$ cat src/design/lsrc_pkg.sv
// ----------------------------------------------------------------------------
// lsrc_pkg: shared types, constants and helpers for the level-set cell update
// Beat formats, configuration defaults and the per-axis upwind selection.
// ----------------------------------------------------------------------------
package lsrc_pkg;

    localparam logic [31:0] Q16_ONE        = 32'd65536;
    localparam logic [31:0] RST_INV_CELL   = 32'd65536;
    localparam logic [31:0] RST_PSEUDO     = 32'd3277;
    localparam logic [31:0] RST_TOLERANCE  = 32'd66;
    localparam logic [1:0]  RST_NUM_DIMS   = 2'd2;
    localparam int          SQRT_STAGES    = 16;

    // Configuration register indexes.
    localparam logic [2:0] CFG_INV_CELL_X      = 3'd0;
    localparam logic [2:0] CFG_INV_CELL_Y      = 3'd1;
    localparam logic [2:0] CFG_INV_CELL_Z      = 3'd2;
    localparam logic [2:0] CFG_PSEUDO_STEP     = 3'd3;
    localparam logic [2:0] CFG_CHANGE_TOL      = 3'd4;
    localparam logic [2:0] CFG_NUM_DIMS        = 3'd5;

    typedef struct packed {
        logic signed [31:0] phi_center;
        logic signed [31:0] phi_west;
        logic signed [31:0] phi_east;
        logic signed [31:0] phi_south;
        logic signed [31:0] phi_north;
        logic signed [31:0] phi_below;
        logic signed [31:0] phi_above;
        logic               sweep_last;
    } t_in_item;

    typedef struct packed {
        logic signed [31:0] phi_updated;
        logic               cell_converged;
        logic               sweep_done;
        logic               sweep_converged;
    } t_out_item;

    typedef struct packed {
        logic [31:0] inv_cell_x;
        logic [31:0] inv_cell_y;
        logic [31:0] inv_cell_z;
        logic [31:0] pseudo_step;
        logic [31:0] change_tolerance;
        logic [1:0]  num_dims;
    } t_cfg;

    // Per-cell values that ride along with the gradient computation.
    typedef struct packed {
        logic signed [31:0] c;
        logic               pos;
        logic               last;
    } t_side;

    // Upwind one-sided difference magnitude of one axis (fits 32 bits).
    function automatic logic [31:0] upwind_mag(input logic signed [31:0] c,
                                               input logic signed [31:0] lo,
                                               input logic signed [31:0] hi,
                                               input logic               pos);
        logic signed [32:0] dm;
        logic signed [32:0] dp;
        logic [32:0]        am;
        logic [32:0]        ap;
        logic [32:0]        mp;
        logic [32:0]        mm;
        dm = 33'(c) - 33'(lo);
        dp = 33'(hi) - 33'(c);
        am = dm[32] ? 33'(-dm) : 33'(dm);
        ap = dp[32] ? 33'(-dp) : 33'(dp);
        mp = '0;
        mm = '0;
        if (pos ? (!dm[32] && dm != '0) : dm[32]) mp = am;
        if (pos ? dp[32] : (!dp[32] && dp != '0)) mm = ap;
        return (mp > mm) ? mp[31:0] : mm[31:0];
    endfunction

    function automatic logic [63:0] sat_add64(input logic [63:0] a, input logic [63:0] b);
        logic [64:0] s;
        s = 65'(a) + 65'(b);
        return s[64] ? {64{1'b1}} : s[63:0];
    endfunction

endpackage

$ cat src/design/lsrc_upd.sv
// ----------------------------------------------------------------------------
// lsrc_upd: pseudo-time update, saturation and convergence tracking
// Three stages; the last is the output register holding the sweep verdict.
// ----------------------------------------------------------------------------
module lsrc_upd import lsrc_pkg::*; (
    input  logic        i_clk,
    input  logic        i_rst_n,
    input  logic        i_valid,
    output logic        o_ready,
    input  logic [31:0] i_grad,
    input  t_side       i_side,
    input  t_cfg        i_cfg,
    output logic        o_valid,
    input  logic        i_ready,
    output t_out_item   o_item
);

    logic               r_v1, r_v2, r_v3;
    logic [31:0]        r_abs;
    logic               r_add1, r_add2;
    logic [47:0]        r_mag;
    t_side              r_s1, r_s2;
    t_out_item          r_out;
    logic               r_all;
    logic               w_rdy1, w_rdy2, w_rdy3;
    logic signed [32:0] w_e;
    logic [32:0]        w_abs;
    logic               w_add;
    logic [63:0]        w_prod;
    logic signed [49:0] w_upd;
    logic signed [31:0] w_sat;
    logic               w_conv;

    assign w_rdy3  = !r_v3 || i_ready;
    assign w_rdy2  = !r_v2 || w_rdy3;
    assign w_rdy1  = !r_v1 || w_rdy2;
    assign o_ready = w_rdy1;

    // Error of the gradient magnitude against one, and its direction.
    assign w_e   = $signed({1'b0, i_grad}) - $signed({1'b0, Q16_ONE});
    assign w_abs = w_e[32] ? 33'(-w_e) : 33'(w_e);
    assign w_add = i_side.pos ? w_e[32] : (!w_e[32] && w_e != '0);

    assign w_prod = 64'(r_abs) * 64'(i_cfg.pseudo_step);

    always_comb begin
        if (r_add2) begin
            w_upd = 50'(r_s2.c) + $signed({2'b00, r_mag});
        end else begin
            w_upd = 50'(r_s2.c) - $signed({2'b00, r_mag});
        end
        if (w_upd[49:31] == '0 || w_upd[49:31] == '1) begin
            w_sat = w_upd[31:0];
        end else if (w_upd[49]) begin
            w_sat = 32'sh8000_0000;
        end else begin
            w_sat = 32'sh7FFF_FFFF;
        end
    end

    assign w_conv = r_mag <= 48'(i_cfg.change_tolerance);

    always_ff @(posedge i_clk) begin
        if (!i_rst_n) begin
            r_v1  <= 1'b0;
            r_v2  <= 1'b0;
            r_v3  <= 1'b0;
            r_all <= 1'b1;
        end else begin
            if (w_rdy1) r_v1 <= i_valid;
            if (w_rdy2) r_v2 <= r_v1;
            if (w_rdy3) r_v3 <= r_v2;
            // The sweep flag moves only when a beat enters the output register.
            if (w_rdy3 && r_v2) begin
                r_all <= r_s2.last ? 1'b1 : (r_all && w_conv);
            end
        end
    end

    always_ff @(posedge i_clk) begin
        if (w_rdy1) begin
            r_abs  <= w_abs[31:0];
            r_add1 <= w_add;
            r_s1   <= i_side;
        end
        if (w_rdy2) begin
            r_mag  <= w_prod[63:16];
            r_add2 <= r_add1;
            r_s2   <= r_s1;
        end
        if (w_rdy3) begin
            r_out.phi_updated     <= w_sat;
            r_out.cell_converged  <= w_conv;
            r_out.sweep_done      <= r_s2.last;
            r_out.sweep_converged <= r_s2.last && r_all && w_conv;
        end
    end

    assign o_valid = r_v3;
    assign o_item  = r_out;

endmodule

$ cat config.mk
export PLATFORM = sky130hd
export DESIGN_NAME = lsrc_upd
export DESIGN_NICKNAME = d
export VERILOG_FILES = /design/src/design/lsrc_pkg.sv /design/src/design/lsrc_upd.sv
export SDC_FILE = /design/constraint.sdc
export NUM_CORES = 2
export LEC_CHECK = 0
export ABC_AREA = 1
export BUFFER_PORTS_ARGS = -buffer_cell sky130_fd_sc_hd__buf_2
export CAP_MARGIN = 20
export CORE_MARGIN = 3
export CORE_UTILIZATION = 50
export CTS_BUF_LIST = sky130_fd_sc_hd__clkbuf_8
export DETAILED_ROUTE_END_ITERATION = 6
export PLACE_DENSITY = 0.65
export SKIP_CTS_REPAIR_TIMING = 1
export SLEW_MARGIN = 40
export SYNTH_ARGS = -nofsm -noshare
export SYNTH_HDL_FRONTEND = slang
export SYNTH_SLANG_ARGS = --single-unit
$ cat constraint.sdc
create_clock -name i_clk -period 10.2 [get_ports i_clk]
set_input_delay 2.04 -clock i_clk [delete_from_list [all_inputs] [get_ports i_clk]]
set_output_delay 2.04 -clock i_clk [all_outputs]
set_load 0.01 [all_outputs]
# --- Word level (Yosys, flattened, before mapping) ---
# Index checks and enable logic that the tools add are counted.
totals:
  reg_bits: 187
  inputBits: 232
  out_inout_bits: 37
op_classes:
  addsub: 4
  n_mul: 1
  n_lt_le_gt_ge: 1
  eq_ne: 1
  muxes: 6
  reduce_logical: 15
ops:
  columns: ["operator", "count"]
  rows:
  - ["two-way mux 32 bit", 3]
  - ["multiplier 32 x 32 -> 64 bit", 1]
  - ["adder 32 x 49 -> 50 bit", 1]
  - ["two-way mux 50 bit", 1]
  - ["subtractor 32 x 49 -> 50 bit", 1]
  - ["<= comparator 48 x 32 -> 1 bit", 1]
  - ["nonzero test 33 bit", 1]
  - ["subtractor 32 x 17 -> 33 bit, second input constant", 1]
  - ["negator 32 bit", 1]
  - ["equality test 19 bit, second input constant", 1]
  - ["logical NOT 19 bit", 1]
  - ["logical AND 1 bit", 5]
  - ["logical NOT 1 bit", 4]
  - ["logical OR 1 bit", 4]
  - ["two-way mux 1 bit", 2]

# --- Depth between registers and ports, before layout ---
depth:
  word_depth: 5
  mapped_depth: 37
  depth_no_buf: 36

# --- Least setup slack after synthesis ---
# No wires, ideal clock.
synth_timing:
  path_kind: "input -> register"
  from: "in i_cfg[45] (netlist bit)"
  to: "reg r_mag[47] (data pin)"
  setup_time_ns: 0.252
  arrival_ns: 8.042
  required_ns: 9.948
  slack_ns: 1.905
  path_stages: 25
  n_path_buf: 1
  path_cell_list: "clkbuf_1 > nand2_1 > fa_1 > inv_1 > fa_1 > inv_1 > fa_1 > inv_1 > fa_1 > fa_1 > fa_1 > fa_1 > inv_1 > fa_1 > inv_1 > ha_1 > a21oi_1 > o21ai_0 > a21oi_1 > o21a_1 > nor2_1 > a2111oi_0 > nand2_1 > nand2_1 > nand2_1"
synth_via:
  elab_chain_cells: 1
synth_rtl:
  columns: ["element", "line_no", "source"]
  rows:
  - ["start: declaration", "lsrc_upd.sv:12", "input t_cfg i_cfg,"]
  - ["multiplier 32 x 32 -> 64 bit", "lsrc_upd.sv:44", "assign w_prod = 64'(r_abs) * 64'(i_cfg.pseudo_step);"]
  - ["named net w_prod[63]", "lsrc_upd.sv:29", "logic [63:0] w_prod;"]
  - ["end signal: assignment", "lsrc_upd.sv:87", "r_mag <= w_prod[63:16];"]
  - ["end: declaration", "lsrc_upd.sv:21", "logic [47:0] r_mag;"]
# The timed path passes the listed nets, and every way through them passes these cells.
# A chain may end at the register's enable or synchronous reset.

# --- Worst setup path after layout ---
layout_timing:
  from: "in i_cfg[39] (netlist bit)"
  to: "reg r_mag[47] (data pin)"
# Same word-level chain as after synthesis.

==> summary.txt <==
Worst setup path
  • Path depth of the worst reg2reg path: 27
  • Crit start category: input pin
  • Worst-path maximum fanout: 32
  • Critical path data arrival time: 9.28 ns
  • Crit path buffers/inverters: 6
  • Worst reg2reg startpoint: r_abs[13]
  • Critical path class: in2reg
  • Slowest stage delay, CP: 0.66 ns
  • Flop2flop setup slack: 2.26 ns
  • RR Endpoint: r_mag[38]
  • CP most frequent cell: fa_1
  • Required @ worst endpoint: 10.53 ns
  • Crit. End Element: register
  • Max stage delay cell, worst path: buf_2
  • Top cell family by delay on the critical path: adder cells

Clocking
  • CTS buffer count: 17
  • H-tree depth: 4
  • CTS tree: done
  • # clock sinks: 187
  • Root Buffer: clkbuf_8
  • Clock Path Buffers: 2
  • Clk_lat worst skew: 0.58 ns
  • Clock slew at reported path FFs: 0.10 ns

Min path
  • Start point of the worst hold path: r_s1[15]
  • Min-Delay Path Depth: 0
  • Worst hold path type: reg2reg
  • Worst hold endpoint: r_s2[15]

Route
  • Routed wire length: 130000 µm
  • DR WL/cell: 17.2 µm
  • Avg Vias per Cell: 5.06
  • DR DRC count: 0
  • DR iter-0 viols: 2817
  • Routed Antenna Nets: 0
  • Iteration count of the initial detailed-routing pass: 5
  • DR vias: 38300

Die
  • Die height: 316 µm
  • Core area: 94200 µm²
  • FP Rows: 112
  • Width of the die: 316 µm
  • I/O Pins: 269
  • Starting Density: 50.9%
  • Die footprint: 99600 µm²

Timing
  • Setup TNS Final: 0 ns
  • Slew margin rel.: 39.2%
  • Slew @ Worst Pin: 0.912 ns
  • Period utilisation layout: 87.7%
  • Setup-failing EPs final: 0
  • Clock skew: 0.0214 ns
  • Final hold violation count: 0
  • Min Tclk post-route: 8.95 ns
  • F_max: 112 MHz
  • Slew Viols, Final: 0
  • RSZ-0062 raised after global routing: false

Global routing
  • Gr usage total: 27.1%
  • First-pass GRT wire length: 211000 µm
  • GRT overflow: 0
  • Vias in the first global route: 40100
  • Initial antenna violation count: 9
  • Largest net degree at the start of global routing: 74

Synthesis
  • Mean Syn Cell Area: 7.65 µm²
  • Synth async-reset ratio: 0%
  • Synth warn: 0
  • Predominant post-synthesis flop cell: edfxtp_1
  • Sequential share of the synthesized area: 11.6%
  • Area leader, netlist: fa_1
  • Synth cell types: 49
  • Synthesized cell area: 47900 µm²
  • Top post-synthesis cells by area: fa_1, inv_1, nand2_1
  • Post-synth EDFFs: 183
  • Syn Nets: 7736
  • Synth Instances: 6263
  • Synthesis-stage register bit count: 187
  • Synth top area share: 37.4%

Final layout
  • Multi-input logic area: 34500 µm²
  • Most frequent cells in the layout: inv_1, nand2_1, fa_1
  • Filler cells: 9201
  • Synth-to-Final Area Change: 5.00%
  • Final net count: 7767
  • Register Area: 5580 µm²
  • Commonest non-fill, non-tap cell in the layout: inv_1
  • Share of post-route cells with drive strength above 1: 5.38%

Placed design
  • Port Buffers: 170
  • Post-DP HPWL: 110000 µm
  • Placer Congestion: 0.953

Flow run
  • Max Cap Viol: 0

Outcome
  • Status: complete, no violations
[cell type report]
class	instances	area share, %
diodes	6	0.0299
clock buffers	17	0.465
clock inverters	13	0.269
inverters	1862	13.9
multi-input cells	4007	68.6
flip-flops and latches	187	11.1
well taps	1254	3.12
repair buffers	219	2.50
[stage by stage]
stage                     util, %  instances  cell area, µm²  worst slack, ns  hold WS, ns
after global placement       52.9       7525           49800            0.761        0.402
after detailed placement     53.0       7527           49900            0.737        0.406
after floorplan                 -       6263           47900             1.91        0.400
after global routing         53.4       7562           50300            0.881        0.435
final                        53.4       7565           50300             1.25        0.428
after CTS                    53.4       7557           50200             1.40        0.431
[logic make-up after synthesis]
logic type	share of synthesized area [%]
DFF	11.6
AOI/OAI and AO/OA	3.74
xor gates and xnor gates	2.80
and+or+nand+nor	19.1
buffers and inverters	16.3
adders and majority gates	46.5
[synth_stat cells, types with 24 or more instances]
cell and instances:
inv_1 1825, nand4_1 34, a21oi_1 149, o21ai_0 82, edfxtp_1 183, nor2_1 290, clkbuf_1 197, inv_2 35
xor2_1 117, fa_1 896, xnor2_1 36, ha_1 345, nor2_2 24, nand2_1 1755, nor3_1 32, nand3_1 106
[worst max-delay path by stage]
| stage | startpoint | end | slack [ns] | depth (start not counted) |
|---|---|---|---|---|
| 2_1_floorplan | i_cfg[45] | r_mag[47] | 1.91 | 25 |
| 3_3_place_gp | i_cfg[45] | r_mag[47] | 0.76 | 25 |
| 3_5_place_dp | i_cfg[39] | r_mag[47] | 0.74 | 25 |
| 4_1_cts | i_cfg[39] | r_mag[47] | 1.40 | 25 |
| 5_1_grt | i_cfg[39] | r_mag[47] | 0.88 | 25 |
| 6_report | i_cfg[39] | r_mag[47] | 1.25 | 25 |
[sequential cells by signal (all words and copies together) (netlist names)]
| name | count |
|---|---|
| r_abs | 32 |
| o_item | 35 |
| r_v1 | 1 |
| r_all | 1 |
| o_valid | 1 |
| r_s2 | 33 |
| r_add2 | 1 |
| r_add1 | 1 |
| r_mag | 48 |
| r_s1 | 33 |
| r_v2 | 1 |
[routing by layer]
metal	GRT usage [%]	wire [µm]	vias up
met3	3.37	7720	218
met2	46.9	64300	1127
met4	8.03	3410	4
met5	0	27	-
li1	-	-	18000
met1	35.7	54600	18900
Power is left out: the tool's default activity adds up to more than one toggle a clock period on the data nets, which glitch-free logic cannot reach.
