==> config.mk <==
export PLATFORM = sky130hd
export DESIGN_NAME = lsrc_sqrt
export DESIGN_NICKNAME = d
export VERILOG_FILES = /design/src/design/lsrc_pkg.sv /design/src/design/lsrc_sqrt.sv
export SDC_FILE = /design/constraint.sdc
export NUM_CORES = 2
export LEC_CHECK = 0
export ABC_AREA = 1
export BUFFER_PORTS_ARGS = -buffer_cell sky130_fd_sc_hd__buf_2
export CAP_MARGIN = 10
export CORE_MARGIN = 10
export CORE_UTILIZATION = 45
export DETAILED_ROUTE_END_ITERATION = 10
export PLACE_DENSITY = 0.73
export SETUP_SLACK_MARGIN = 0.2
export SLEW_MARGIN = 10
export SYNTH_ARGS = -nofsm -noshare
export SYNTH_HDL_FRONTEND = slang
export SYNTH_SLANG_ARGS = --single-unit
==> constraint.sdc <==
create_clock -name i_clk -period 30.5 [get_ports i_clk]
set_input_delay 6.1 -clock i_clk [delete_from_list [all_inputs] [get_ports i_clk]]
set_output_delay 6.1 -clock i_clk [all_outputs]
set_load 0.01 [all_outputs]
==> src/design/lsrc_pkg.sv <==
// ----------------------------------------------------------------------------
// lsrc_pkg: shared types, constants and helpers for the level-set cell update
// Beat formats, configuration defaults and the per-axis upwind selection.
// ----------------------------------------------------------------------------
package lsrc_pkg;

    localparam logic [31:0] Q16_ONE        = 32'd65536;
    localparam logic [31:0] RST_INV_CELL   = 32'd65536;
    localparam logic [31:0] RST_PSEUDO     = 32'd3277;
    localparam logic [31:0] RST_TOLERANCE  = 32'd66;
    localparam logic [1:0]  RST_NUM_DIMS   = 2'd2;
    localparam int          SQRT_STAGES    = 16;

    // Configuration register indexes.
    localparam logic [2:0] CFG_INV_CELL_X      = 3'd0;
    localparam logic [2:0] CFG_INV_CELL_Y      = 3'd1;
    localparam logic [2:0] CFG_INV_CELL_Z      = 3'd2;
    localparam logic [2:0] CFG_PSEUDO_STEP     = 3'd3;
    localparam logic [2:0] CFG_CHANGE_TOL      = 3'd4;
    localparam logic [2:0] CFG_NUM_DIMS        = 3'd5;

    typedef struct packed {
        logic signed [31:0] phi_center;
        logic signed [31:0] phi_west;
        logic signed [31:0] phi_east;
        logic signed [31:0] phi_south;
        logic signed [31:0] phi_north;
        logic signed [31:0] phi_below;
        logic signed [31:0] phi_above;
        logic               sweep_last;
    } t_in_item;

    typedef struct packed {
        logic signed [31:0] phi_updated;
        logic               cell_converged;
        logic               sweep_done;
        logic               sweep_converged;
    } t_out_item;

    typedef struct packed {
        logic [31:0] inv_cell_x;
        logic [31:0] inv_cell_y;
        logic [31:0] inv_cell_z;
        logic [31:0] pseudo_step;
        logic [31:0] change_tolerance;
        logic [1:0]  num_dims;
    } t_cfg;

    // Per-cell values that ride along with the gradient computation.
    typedef struct packed {
        logic signed [31:0] c;
        logic               pos;
        logic               last;
    } t_side;

    // Upwind one-sided difference magnitude of one axis (fits 32 bits).
    function automatic logic [31:0] upwind_mag(input logic signed [31:0] c,
                                               input logic signed [31:0] lo,
                                               input logic signed [31:0] hi,
                                               input logic               pos);
        logic signed [32:0] dm;
        logic signed [32:0] dp;
        logic [32:0]        am;
        logic [32:0]        ap;
        logic [32:0]        mp;
        logic [32:0]        mm;
        dm = 33'(c) - 33'(lo);
        dp = 33'(hi) - 33'(c);
        am = dm[32] ? 33'(-dm) : 33'(dm);
        ap = dp[32] ? 33'(-dp) : 33'(dp);
        mp = '0;
        mm = '0;
        if (pos ? (!dm[32] && dm != '0) : dm[32]) mp = am;
        if (pos ? dp[32] : (!dp[32] && dp != '0)) mm = ap;
        return (mp > mm) ? mp[31:0] : mm[31:0];
    endfunction

    function automatic logic [63:0] sat_add64(input logic [63:0] a, input logic [63:0] b);
        logic [64:0] s;
        s = 65'(a) + 65'(b);
        return s[64] ? {64{1'b1}} : s[63:0];
    endfunction

endpackage

==> src/design/lsrc_sqrt.sv <==
// ----------------------------------------------------------------------------
// lsrc_sqrt: pipelined integer square root of a 64-bit value
// Digit-by-digit restoring method, two result bits per stage.
// ----------------------------------------------------------------------------
module lsrc_sqrt import lsrc_pkg::*; (
    input  logic        i_clk,
    input  logic        i_rst_n,
    input  logic        i_valid,
    output logic        o_ready,
    input  logic [63:0] i_radicand,
    input  t_side       i_side,
    output logic        o_valid,
    input  logic        i_ready,
    output logic [31:0] o_root,
    output t_side       o_side
);

    logic        r_v    [SQRT_STAGES];
    logic [34:0] r_rem  [SQRT_STAGES];
    logic [31:0] r_root [SQRT_STAGES];
    logic [63:0] r_x    [SQRT_STAGES];
    t_side       r_side [SQRT_STAGES];

    logic        w_v    [SQRT_STAGES+1];
    logic        w_rdy  [SQRT_STAGES+1];
    logic [34:0] w_rem  [SQRT_STAGES+1];
    logic [31:0] w_root [SQRT_STAGES+1];
    logic [63:0] w_x    [SQRT_STAGES+1];
    t_side       w_side [SQRT_STAGES+1];

    assign w_v[0]    = i_valid;
    assign w_rem[0]  = '0;
    assign w_root[0] = '0;
    assign w_x[0]    = i_radicand;
    assign w_side[0] = i_side;
    assign w_rdy[SQRT_STAGES] = i_ready;
    assign o_ready   = w_rdy[0];

    for (genvar k = 0; k < SQRT_STAGES; k++) begin : g_stage
        logic [34:0] n_rem;
        logic [31:0] n_root;
        logic [63:0] n_x;
        logic [34:0] w_trial;

        // Bring down two radicand bits, then try the next root bit, twice.
        always_comb begin
            n_rem   = w_rem[k];
            n_root  = w_root[k];
            n_x     = w_x[k];
            w_trial = '0;
            for (int s = 0; s < 2; s++) begin
                n_rem   = {n_rem[32:0], n_x[63:62]};
                n_x     = {n_x[61:0], 2'b00};
                w_trial = {1'b0, n_root, 2'b01};
                if (n_rem >= w_trial) begin
                    n_rem  = n_rem - w_trial;
                    n_root = {n_root[30:0], 1'b1};
                end else begin
                    n_root = {n_root[30:0], 1'b0};
                end
            end
        end

        assign w_rdy[k] = !r_v[k] || w_rdy[k+1];

        always_ff @(posedge i_clk) begin
            if (!i_rst_n) begin
                r_v[k] <= 1'b0;
            end else if (w_rdy[k]) begin
                r_v[k] <= w_v[k];
            end
        end

        always_ff @(posedge i_clk) begin
            if (w_rdy[k]) begin
                r_rem[k]  <= n_rem;
                r_root[k] <= n_root;
                r_x[k]    <= n_x;
                r_side[k] <= w_side[k];
            end
        end

        assign w_v[k+1]    = r_v[k];
        assign w_rem[k+1]  = r_rem[k];
        assign w_root[k+1] = r_root[k];
        assign w_x[k+1]    = r_x[k];
        assign w_side[k+1] = r_side[k];
    end

    assign o_valid = w_v[SQRT_STAGES];
    assign o_root  = w_root[SQRT_STAGES];
    assign o_side  = w_side[SQRT_STAGES];

endmodule

# Word-level counts from Yosys, hierarchy flattened
# Memory sizes are Yosys's and may differ from the RTL's.
# Cells that the tools add are included.
[classes]
n_addsub = 32
mul = 0
div = 0
magnitude_cmp = 32
n_eq_ne = 0
n_shift = 0
muxes = 145
n_bitwise = 16
reduce_logical = 32
[op_table]
columns = ["operator", "count"]
rows = [
  ["$ge 35x34->1", 30],
  ["$mux 35", 16],
  ["$mux 33", 16],
  ["$sub 35x34->35", 15],
  ["$sub 33x33->33", 15],
  ["$mux 1", 113],
  ["$ge 35x3->1", 1],
  ["$sub 35x3->35", 1],
  ["$logic_not 1->1", 16],
  ["$logic_or 1x1->1", 16],
  ["$or 1x1->1", 16],
  ["$sub 2x1->3 const B", 1],
  ["$ge 2x1->1 const B", 1],
]
[totals]
ff_bits = 0
latch_bits = 0
mem_bits_rw = 2592
mem_bits_ro = 0
inputBits = 102
wordCells = 262
n_memories = 5
[memory_table]
columns = ["name", "depth", "word_bits", "read_ports", "rd_ports_with_merged_regs", "wr", "line", "source"]
rows = [
  ["r_x", 16, 60, 15, 0, 16, "lsrc_sqrt.sv:21", "logic [63:0] r_x [SQRT_STAGES];"],
  ["r_rem", 16, 35, 15, 0, 16, "lsrc_sqrt.sv:19", "logic [34:0] r_rem [SQRT_STAGES];"],
  ["r_side", 16, 34, 16, 0, 16, "lsrc_sqrt.sv:22", "t_side r_side [SQRT_STAGES];"],
  ["r_root", 16, 32, 16, 0, 16, "lsrc_sqrt.sv:20", "logic [31:0] r_root [SQRT_STAGES];"],
  ["r_v", 16, 1, 16, 0, 16, "lsrc_sqrt.sv:18", "logic r_v [SQRT_STAGES];"],
]

# Longest topological paths before layout
# An unclocked memory read counts as a cell.
[logic_depth]
depth_word = 22
mapped_depth = 36

# Least setup slack after synthesis
# No wires, ideal clock.
[synth_timing]
path_type = "input-to-output"
from = "input i_ready"
to = "output o_ready"
arrival_ps = 24230
required_ps = 24400
setup_slack_ps = 170
stages = 18
n_path_buf = 0
path_cell_list = "nor2_1 inv_2 nor2_4 nand2_2 nor2_2 nand2_1 nor2_2 nand2_1 nor2_2 nand2_1 nor2_4 nand3_2 nor2_2 inv_2 nor2_4 nand2_1 nor2_2 inv_1"
[synth_lines]
columns = ["element", "line", "source"]
rows = [
  ["start, declared", "lsrc_sqrt.sv:13", "input logic i_ready,"],
  ["end, declared", "lsrc_sqrt.sv:9", "output logic o_ready,"],
]

==> run_results.csv <==
group,metric,value,unit
clocking,clock_tree.root_cell,"sky130_fd_sc_hd__clkbuf_16",
synth,predominant_post_synthesis_flop_cell,"sky130_fd_sc_hd__edfxtp_1",
detailed_routing,drt-vias-per-instance,5.30,
hold_path,hp_class,"reg2reg",
synth,synth-edff-count,1784,
clocking,cts.sink_count,1785,
placed_design,place.detailed.hpwl,244000,um
detailed_routing,drt-total-wl,302000,um
synth,synthDominantCellAreaShare,0.496,
timing,max_slew.worst_pin.slew,1.05,ns
finish,nNetsFinal,13456,
job,drv_cap,0,
setup_path,cp.arrival,12.98,ns
clocking,clkSlewWorstSetupHoldPaths,0.06,ns
setup_path,timing.critical_path.required,24.40,ns
timing,grt_setup_unrepaired,"false",
grt,overflow,0,
timing,worst_clock_skew,0.0836,ns
clocking,postCtsSetupRepairBufs,0,
clocking,clock_buffers_created_by_tritoncts,184,
synth,netlist_area,0.108,mm2
pwr,power_density,70.0,mW/mm2
detailed_routing,drt-pass1-iter-count,8,
timing,setup_viol_count_final,0,
synth,syn-mean-instance-area,8.59,um2
detailed_routing,wl_per_cell,18.8,um
synth,post_synth_num_cell_types,70,
timing,maxSlewViolCount,0,
pwr,p_switching,3.08,mW
timing,fmaxAchievable,0.0524,GHz
finish,drive_above_1_share,0.0611,
grt,antenna_found_initial,15,
synth,synth_top_area_cell,"sky130_fd_sc_hd__edfxtp_1",
pwr,leakage,53.0,nW
setup_path,rr_worst_depth,21,
pwr,max-vdd-ir-drop,0.0567,mV
floorplan,std_cell_rows,179,
finish,area_growth_syn_to_layout,9.41,%
placed_design,numPortBuffers,169,
clocking,cts.htree.levels,4,
setup_path,critical_path_peak_fanout,81,
detailed_routing,drcViolationCount,0,
clocking,cts_tree,"built",
floorplan,die_height,510,um
pwr,p_seq_frac,0.408,
hold_path,whs_path_depth,0,
outcome,run_status,"finished, final reports clean",
clocking,clock_path_buffers,3,
synth,synthesis.yosys.warnings,0,
floorplan,floorplan.io_pins,170,
synth,yosysSeqAreaShare,0.496,
setup_path,end_kind,"output pin",
floorplan,dieArea,0.260,mm2
finish,final.fill_count,22740,
timing,layout_worst_path_cycle_share,0.626,
floorplan,die_x,510,um
synth,async_flop_share,0,
timing,tns,0,ns
placed_design,gp_congestion,0.987,
synth,postSynthCellCount,12581,
pwr,pwr-share-clk,0.273,
timing,slew_margin_rel,0.296,
grt,grt_pass1_vias,79032,
pwr,pwr-share-comb,0.319,
grt,global_route_wire_length_before_repair,456000,um
floorplan,floorplan.initialDensity,0.453,
timing,report.final.hold_viol_count,0,
clocking,cts.hold.buffers_added,0,
pwr,design_power_total,8.27,mW
setup_path,setup.worst_path.start_class,"input port",
detailed_routing,routed_via_count,85384,
pwr,internal_power,5.19,mW
detailed_routing,drt_iter0_drc,8315,
grt,grt_max_degree,82,
setup_path,reg2reg_slack,22.38,ns
grt,grt_usage,0.224,
pwr,net_sw_frac,0.373,
timing,final.min_clock_period,19.08,ns
setup_path,timing.setup.critical_path_class,"in2out",
synth,synth_top_cells_by_area,"sky130_fd_sc_hd__edfxtp_1, sky130_fd_sc_hd__nand2_1, sky130_fd_sc_hd__ha_1, sky130_fd_sc_hd__inv_1, sky130_fd_sc_hd__nor2_1",
clocking,post_cts.resized_instances,0,
synth,flops_latches_synth,1785,
floorplan,core_area,0.238,mm2
clocking,clock_network_latency_to_the_later_pin_of_the_worst_skew_pair,0.87,ns
detailed_routing,ant_nets,0,
## layer usage
metal	global-route usage	share of wire	up-vias
li1	-	-	42504
met1	0.311	0.44	39343
met2	0.363	0.45	3053
met3	0.0315	0.073	484
met4	0.0716	0.033	0
met5	0	0	-
## worst max-delay path, cell delays in order
cell                       delay, ns
sky130_fd_sc_hd__buf_2          0.10
sky130_fd_sc_hd__nor2_1         0.22
sky130_fd_sc_hd__clkinv_2       0.28
sky130_fd_sc_hd__nor2_4         0.26
sky130_fd_sc_hd__nand2_4        0.37
sky130_fd_sc_hd__nor2_2         0.39
sky130_fd_sc_hd__nand2_4        0.45
sky130_fd_sc_hd__nor2_2         0.42
sky130_fd_sc_hd__nand2_4        0.41
sky130_fd_sc_hd__nor2_2         0.37
sky130_fd_sc_hd__nand2_4        0.31
sky130_fd_sc_hd__nor2_4         0.31
sky130_fd_sc_hd__nand3_4        0.69
sky130_fd_sc_hd__nor2_2         0.48
sky130_fd_sc_hd__inv_6          0.32
sky130_fd_sc_hd__nor2_4         0.34
sky130_fd_sc_hd__nand2_8        0.30
sky130_fd_sc_hd__nor2_2         0.34
sky130_fd_sc_hd__inv_4          0.18
sky130_fd_sc_hd__buf_2          0.22
## cell type report
type / count / area (um2) / area share
antenna: 2 / 5.00 / 0.0000423
clock buffer: 211 / 4710 / 0.0398
clock inverter: 130 / 1470 / 0.0125
inverter: 1725 / 6510 / 0.0551
multi-input combinational: 8901 / 46900 / 0.396
sequential: 1785 / 53600 / 0.453
tap: 3167 / 3960 / 0.0335
timing repair buffer: 200 / 1080 / 0.00913
## kinds of logic (layout without fill, tap and decap cells)
kind of cell,count (synthesis),count (layout),synth area share
buf+inv,1897,2266,0.0707
fa+ha+maj,557,557,0.0645
other cells,1,5,0.0000347
flops,1785,1785,0.496
simple gates,6101,6101,0.239
compound gates,1717,1717,0.0868
mux,1,1,0.0000927
xor+xnor,522,522,0.0426
## sequential cells by signal, indices dropped and copies added, names as in the netlist
| register | count |
|---|---|
| r_x | 480 |
| r_rem | 473 |
| r_side | 544 |
| r_root | 272 |
| r_v | 16 |
## worst paths after layout
kind                             from                       end
max reg2reg       r_v[1][7]$_DFFE_PP_      r_x[0][19]$_DFFE_PP_
min          r_side[1][137]$_DFFE_PP_  r_side[1][171]$_DFFE_PP_
min reg2reg  r_side[1][137]$_DFFE_PP_  r_side[1][171]$_DFFE_PP_
max                           i_ready                   o_ready
## metrics by stage
| step | area, um2 | setup slack (ns) | hold slack [ns] | util | cells |
|---|---|---|---|---|---|
| global route | 118000 | 10.58 | 0.362 | 0.496 | 16120 |
| CTS | 118000 | 11.00 | 0.333 | 0.496 | 16119 |
| finish | 118000 | 11.42 | 0.345 | 0.496 | 16121 |
| floorplan | 108000 | 1.34 | 0.400 | - | 12583 |
| global placement | 112000 | 11.20 | 0.400 | 0.470 | 15778 |
| detailed placement | 112000 | 11.05 | 0.405 | 0.470 | 15778 |
## cell usage after synthesis, drive strengths merged (125+ instances only)
| master | count |
|---|---|
| xor2 | 267 |
| xnor2 | 255 |
| nor2 | 1348 |
| o21ai | 745 |
| buf | 125 |
| edfxtp | 1784 |
| nand2 | 3403 |
| ha | 557 |
| a21oi | 708 |
| nor3 | 185 |
| nand3 | 796 |
| nand4 | 191 |
| inv | 1720 |
## power by group through the flow
stage / Clock (mW) / Sequential (mW) / Combinational (mW)
3_5_place_dp: 0 / 3.41 / 2.58
5_1_grt: 2.40 / 3.39 / 2.95
4_1_cts: 2.31 / 3.37 / 2.60
3_3_place_gp: 0 / 3.41 / 2.57
6_report: 2.26 / 3.37 / 2.64
2_1_floorplan: 0 / 3.26 / 1.94
## cell usage in the layout (no fill, tap or decap), drive strengths merged, types with 52 or more instances in the layout
master	count
nor2	1348
o21a	52
xor2	267
buf	200
nor3	185
a21oi	708
clkbuf	211
clkinv	89
nand3	796
inv	1737
o21ai	745
xnor2	255
nand2	3403
nand4	191
edfxtp	1784
ha	557
o21bai	73
(Power assumes the default switching activity.)
